## src/rtl/rrt_pkg.sv

```systemverilog
// Package for the request reassembly tracker: table size, disposition codes
// and the record that travels along the chain of table cells.
// No dependencies.
package rrt_pkg;

   localparam int TABLE_ENTRIES = 16;

   localparam int DISP_W  = 4;
   localparam int SLOT_W  = 4;
   localparam int COUNT_W = 16;
   localparam int KEY_W   = 64;

   localparam logic [DISP_W-1:0] D_COMPLETE   = 4'd0;
   localparam logic [DISP_W-1:0] D_STORED_ACK = 4'd1;
   localparam logic [DISP_W-1:0] D_STORED     = 4'd2;
   localparam logic [DISP_W-1:0] D_CONTINUED  = 4'd3;
   localparam logic [DISP_W-1:0] D_REJECTED   = 4'd4;
   localparam logic [DISP_W-1:0] D_UNKNOWN    = 4'd5;
   localparam logic [DISP_W-1:0] D_OOO        = 4'd6;
   localparam logic [DISP_W-1:0] D_BAD_COUNT  = 4'd7;
   localparam logic [DISP_W-1:0] D_FULL       = 4'd8;

   // One packet header in flight through the cells, with its verdict so far.
   typedef struct packed {
      logic               active;
      logic               done;
      logic [KEY_W-1:0]   key;
      logic               first;
      logic               last;
      logic [COUNT_W-1:0] order;
      logic               raft;
      logic [DISP_W-1:0]  disp;
      logic [SLOT_W-1:0]  slot;
      logic [COUNT_W-1:0] count;
   } query_type;

endpackage

```

## src/rtl/rrt_cell.sv

```systemverilog
// One table entry of the request reassembly tracker together with its stage
// of the item chain. Depends on rrt_pkg.
module rrt_cell (
   input  logic                        clock,
   input  logic                        reset,
   input  logic [rrt_pkg::SLOT_W-1:0]  cell_index,
   input  rrt_pkg::query_type          q_prev,
   output rrt_pkg::query_type          q_next
);

   logic                         valid_ff, valid_in;
   logic [rrt_pkg::KEY_W-1:0]    key_ff, key_in;
   logic [rrt_pkg::COUNT_W-1:0]  exp_ff, exp_in;
   logic [rrt_pkg::COUNT_W-1:0]  rcv_ff, rcv_in;
   rrt_pkg::query_type           q_ff, q_in;
   logic [rrt_pkg::COUNT_W-1:0]  after;

   assign after = rcv_ff + rrt_pkg::COUNT_W'(1);

   always_comb begin
      valid_in = valid_ff;
      key_in   = key_ff;
      exp_in   = exp_ff;
      rcv_in   = rcv_ff;
      q_in     = q_prev;
      if (q_prev.active && !q_prev.done) begin
         if (q_prev.first) begin
            // A first packet takes the lowest free entry it meets.
            if (!valid_ff) begin
               valid_in   = 1'b1;
               key_in     = q_prev.key;
               exp_in     = q_prev.order;
               rcv_in     = rrt_pkg::COUNT_W'(1);
               q_in.done  = 1'b1;
               q_in.disp  = q_prev.raft ? rrt_pkg::D_STORED : rrt_pkg::D_STORED_ACK;
               q_in.slot  = cell_index;
               q_in.count = rrt_pkg::COUNT_W'(1);
            end
         end else if (valid_ff && (key_ff == q_prev.key)) begin
            rcv_in     = after;
            q_in.done  = 1'b1;
            q_in.slot  = cell_index;
            q_in.count = after;
            if (q_prev.order != rcv_ff) begin
               valid_in  = 1'b0;
               q_in.disp = rrt_pkg::D_OOO;
            end else if (!q_prev.last) begin
               q_in.disp = rrt_pkg::D_CONTINUED;
            end else begin
               valid_in  = 1'b0;
               q_in.disp = (after == exp_ff) ? rrt_pkg::D_COMPLETE : rrt_pkg::D_BAD_COUNT;
            end
         end
      end
   end

   always_ff @(posedge clock) begin
      if (reset) begin
         valid_ff <= 1'b0;
      end else begin
         valid_ff <= valid_in;
      end
      key_ff <= key_in;
      exp_ff <= exp_in;
      rcv_ff <= rcv_in;
   end

   always_ff @(posedge clock) begin
      if (reset) begin
         q_ff.active <= 1'b0;
      end else begin
         q_ff <= q_in;
      end
   end

   assign q_next = q_ff;

endmodule

```

## config.mk

```make
export PLATFORM = sky130hd
export DESIGN_NAME = rrt_cell
export DESIGN_NICKNAME = d
export VERILOG_FILES = /design/src/rtl/rrt_pkg.sv /design/src/rtl/rrt_cell.sv
export SDC_FILE = /design/constraint.sdc
export NUM_CORES = 1
export LEC_CHECK = 0
export ABC_AREA = 0
export BUFFER_PORTS_ARGS = -buffer_cell sky130_fd_sc_hd__buf_2
export CAP_MARGIN = 20
export CORE_MARGIN = 2
export CORE_UTILIZATION = 40
export DETAILED_ROUTE_END_ITERATION = 16
export GPL_TIMING_DRIVEN = 0
export HOLD_SLACK_MARGIN = 0.08
export PLACE_DENSITY = 0.67
export SLEW_MARGIN = 20
export SYNTH_ARGS = -nofsm -noshare
export SYNTH_HDL_FRONTEND = slang
export SYNTH_SLANG_ARGS = --single-unit
```

## constraint.sdc

```tcl
create_clock -name clock -period 3.8 [get_ports clock]
set_input_delay 0.38 -clock clock [delete_from_list [all_inputs] [get_ports clock]]
set_output_delay 0.38 -clock clock [all_outputs]
set_load 0.02 [all_outputs]
```

======== After elaboration in Yosys (flattened, before gate mapping) ========
Cells that the tools add are included.
word-level totals
  logic and storage cells ................. 47
  input bits .............................. 115
  output and inout bits ................... 109
  bits in registers ....................... 206
operators by class
  add/sub/neg operators ................... 1
  muxes and demuxes ....................... 19
  equal/unequal tests ..................... 4
  reductions and logical operators ........ 8
  bitwise logic cells ..................... 1
operator list
  cell                                                             count
  24-bit 2-to-1 mux                                                4
  64-bit equality test                                             1
  16-bit 2-to-1 mux                                                3
  16-bit by 1-bit adder with 16-bit output, second input constant  1
  16-bit equality test                                             1
  16-bit inequality test                                           1
  3-bit 2-to-1 mux                                                 3
  3-bit AND reduction                                              3
  1-bit 2-to-1 mux                                                 8
  3-bit nonzero test                                               1
  1-bit logical AND                                                2
  2-bit 2-to-1 mux                                                 1
  2-bit inequality test, second input constant                     1
  2-bit nonzero test                                               1
  1-bit logical NOT                                                1
  1-bit inverter                                                   1

======== Longest topological paths before layout ========
  depth in word-level cells ............... 8
  mapped depth ............................ 9
  mapped depth without buffers ............ 8

======== Least setup slack after synthesis ========
Ideal clock, no wire load.
  path kind ............................... input -> register
  start ................................... input port q_prev[107] in the netlist's numbering
  end ..................................... register exp_ff[0] in the netlist's numbering, enable pin
  slack ................................... 726 ps
  path buffers ............................ 1
  library setup time ...................... 434 ps
  required time ........................... 3366 ps
  arrival time ............................ 2640 ps
  stages .................................. 4
  cell sequence ........................... nand2b_1 > or3_1 > clkbuf_1 > inv_1
on the way
  cells in the longest elaborated chain, start to end .. 3
RTL lines
  item                                  RTL line        RTL
  from (decl)                           rrt_cell.sv:7   input rrt_pkg::query_type q_prev,
  1-bit logical NOT                     rrt_cell.sv:26  if (q_prev.active && !q_prev.done) begin
  1-bit logical AND                     rrt_cell.sv:26
  3-bit AND reduction (no source line)  n/a
  to (signal assigned)                  rrt_cell.sv:64  exp_ff <= exp_in;
  to (decl)                             rrt_cell.sv:13  logic [rrt_pkg::COUNT_W-1:0] exp_ff, exp_in;
Every way passes these cells.
A chain may end at the register's enable or synchronous reset.

======== Worst setup path in the final report ========
  start ................................... input port q_prev[98] in the netlist's numbering
  end ..................................... register rcv_ff[13] in the netlist's numbering, enable pin
on the way
  cells in the longest elaborated chain, start to end .. 4
RTL lines
  item                                  RTL line        RTL
  64-bit equality test                  rrt_cell.sv:39  end else if (valid_ff && (key_ff == q_prev.key)) begin
  1-bit logical AND                     rrt_cell.sv:39
  2-bit nonzero test (no source line)   n/a
  3-bit AND reduction (no source line)  n/a
  to (signal assigned)                  rrt_cell.sv:65  rcv_ff <= rcv_in;
  to (decl)                             rrt_cell.sv:14  logic [rrt_pkg::COUNT_W-1:0] rcv_ff, rcv_in;
Every way passes these cells.

==> run metrics <==
total power=approximately 5.3 mW; ys async rst share=0; Crit Path Max Fanout=16; CP Launch Type=primary input; leakage power=roughly 4.2 nW; commonest non-fill, non-tap cell in the layout=buf_2; TritonCTS clock tree=yes; hpwl dp=13,600 µm; CP required=3930 ps; Die Y=150 µm; DR pass1 iterations=5; Synth Instances=553; n_diodes=0; grt total ovfl=0; # fillers=1,729; Hold Path Cell Cnt=1; area fraction of the dominant cell type after synthesis=0.717; Post-route DRC=0; final hold violation count=0; Reg area=6170 µm²; drt total wl=18,700 µm; worst-margin pin slew=814 ps; Routed WL per cell=16.7 µm; first-pass GRT wire length=roughly 29,000 µm; design area=11,100 µm²; Final Skew=between 10 and 15 ps; total die area=about 23,000 µm²; most frequent cells in the layout=228 x buf_2, 204 x edfxtp_1, 51 x xnor2_1; MaxCap Viol Count=0; clock sink count=roughly 200; Setup Crit Path Kind=in2reg; Core Util, Final=0.526; Syn Std Cell Area=approximately 8500 µm²; post-synthesis register bit count=just over 200; Largest stage delay, worst path=about 520 ps; Final Non-Filler Cells=1,119; vias per cell=a little under 5; Worst setup EP type=flop; share of layout cells above drive strength 1=0.341; Max Root-Sink Buffers=3; post-synthesis sequential area ratio=0.722; root buffer cell=clkbuf_16; post-route ant nets=0; post-synth cell types=56; post-synth top area cell=edfxtp_1; CP Cell Sequence=dlygate4sd3_1, buf_2, xor2_1, nor4_1, nand4_1, nor4_4, nand4_4, and2_4, buf_6, inv_1; synth top area cells=edfxtp_1 72%, xnor2_1 5.2%, xor2_1 4.6%; Final period util=0.833; RSZ-0062 raised after global routing=false; Slew Limit Fails=0; Worst-Skew Late Latency=roughly 500 ps; Starting Density=0.406; Setup-failing EPs final=0; cts bufs inserted=22; slowest library cell on the worst path=dlygate4sd3_1; final worst path period need=3170 ps; Worst Reg-to-Reg Cells=8; Layout Nets=946; run status=complete, no violations; max_slew headroom=0.452; cell count after placement=1,053; setup slack, reg-to-reg=around 780 ps; clock-pin slew on the worst setup and hold paths=60 ps; core area=about 21,000 µm²; largest net degree at the start of global routing=59; vias in the first global route=5,530; H-tree Lvls=1; Cell Pwr Density=480 nW/µm²; GRT Total Usage=0.164; Post-synth top flop=edfxtp_1; row count=53; post-synthesis area per instance=15.4 µm²; fmax=0.316 GHz; Syn Nets=669; initial DRC count=331; initial antenna violation count=0; worst endpoint data arrival time=3290 ps; Top Ports=between 200 and 250; DR vias=5,554; Synth Warn #=0; Layout area overhead=29.5%; # port buffers=223; placed cell areas=10,100 µm²; Hold Crit Class=in2reg; DIE WIDTH=150 µm; Post-synth EDFFs=about 200; maximum VDD drop=427 µV; RePlAce Congestion=~0.89; area of the multi-input gates=2210 µm²
through the flow:
step | hold slack (ps) | worst slack, ps | setup TNS, ps
floorplan | 449 | 726 | 0
global placement | 575 | -341 | -40050
detailed placement | 599 | 582 | 0
CTS | 80.1 | 555 | 0
global route | 90.4 | 381 | 0
finish | 103 | 634 | 0
cells in the mapped netlist, types with 2 or more instances:
cell and number:
o22ai_1 4, a221oi_1 2, xor2_1 45, and4_2 2
nor3_1 9, nand4_2 2, dfxtp_1 2, buf_2 5
buf_4 5, and2_1 2, a21oi_1 5, nand4_1 14
inv_1 14, and3_1 5, nor2_1 20, nor2b_1 15
nand3_1 24, o21ai_0 22, o221ai_1 2, nor4_1 15
nand2b_1 13, edfxtp_1 204, a31oi_1 3, a2111o_1 2
nand2_1 21, o2111ai_1 5, xnor2_1 51, clkbuf_1 9
mux2_4 4
state kept, by name, summed over array words and instances, names as in the netlist:
signal / flops
exp_ff: 16
key_ff: 64
q_next: 109
rcv_ff: 16
valid_ff: 1
cell type report:
type / instances / share of cell area
Buffer: 22 / 0.0105
Clock buffer: 32 / 0.0578
Clock inverter: 6 / 0.00735
Inverter: 14 / 0.00543
Multi-Input combinational cell: 311 / 0.199
Sequential cell: 206 / 0.557
Tap cell: 275 / 0.0311
Timing Repair Buffer: 253 / 0.131
where the power goes:
part | leakage (nW) | total [mW] | internal (mW) | switching, mW
logic | 1.91 | 0.522 | 0.200 | 0.321
registers | 1.96 | 2.67 | 2.64 | 0.0337
clock network | 0.350 | 2.12 | 1.30 | 0.823
timing repair:
item / in CTS / in global routing
setup buffers: 0 / 0
hold buffers: 28 / 0
resized for setup: 0 / 0
hold endpoints to repair: 51 / 0
routing by layer:
metal	vias up	GRT usage	wire, µm
met3	32	0.0364	1350
li1	2637	-	-
met5	-	0	0
met2	223	0.270	8750
met4	0	0.0476	491
met1	2662	0.218	8110
logic make-up after synthesis:
kind of cell,Yosys count,synth area share
flops,206,0.722
fa+ha+maj,1,0.00146
buf+inv,36,0.0198
simple gates,155,0.106
mux,6,0.00952
compound gates,53,0.0428
xor+xnor,96,0.0984
final timing paths:
kind,to,from
max,rcv_ff[13],q_prev[98]
max reg2reg,rcv_ff[13],key_ff[57]
min reg2reg,valid_ff,valid_ff
min,q_next[89],q_prev[89]
worst max-delay path, delay by kind of cell:
family	cells	cell delay (ps)
xor gates and xnor gates	1	160
buffers and inverters	4	1270
and+or+nand+nor	5	1470
Note: power is estimated with default switching activity, not from simulation.
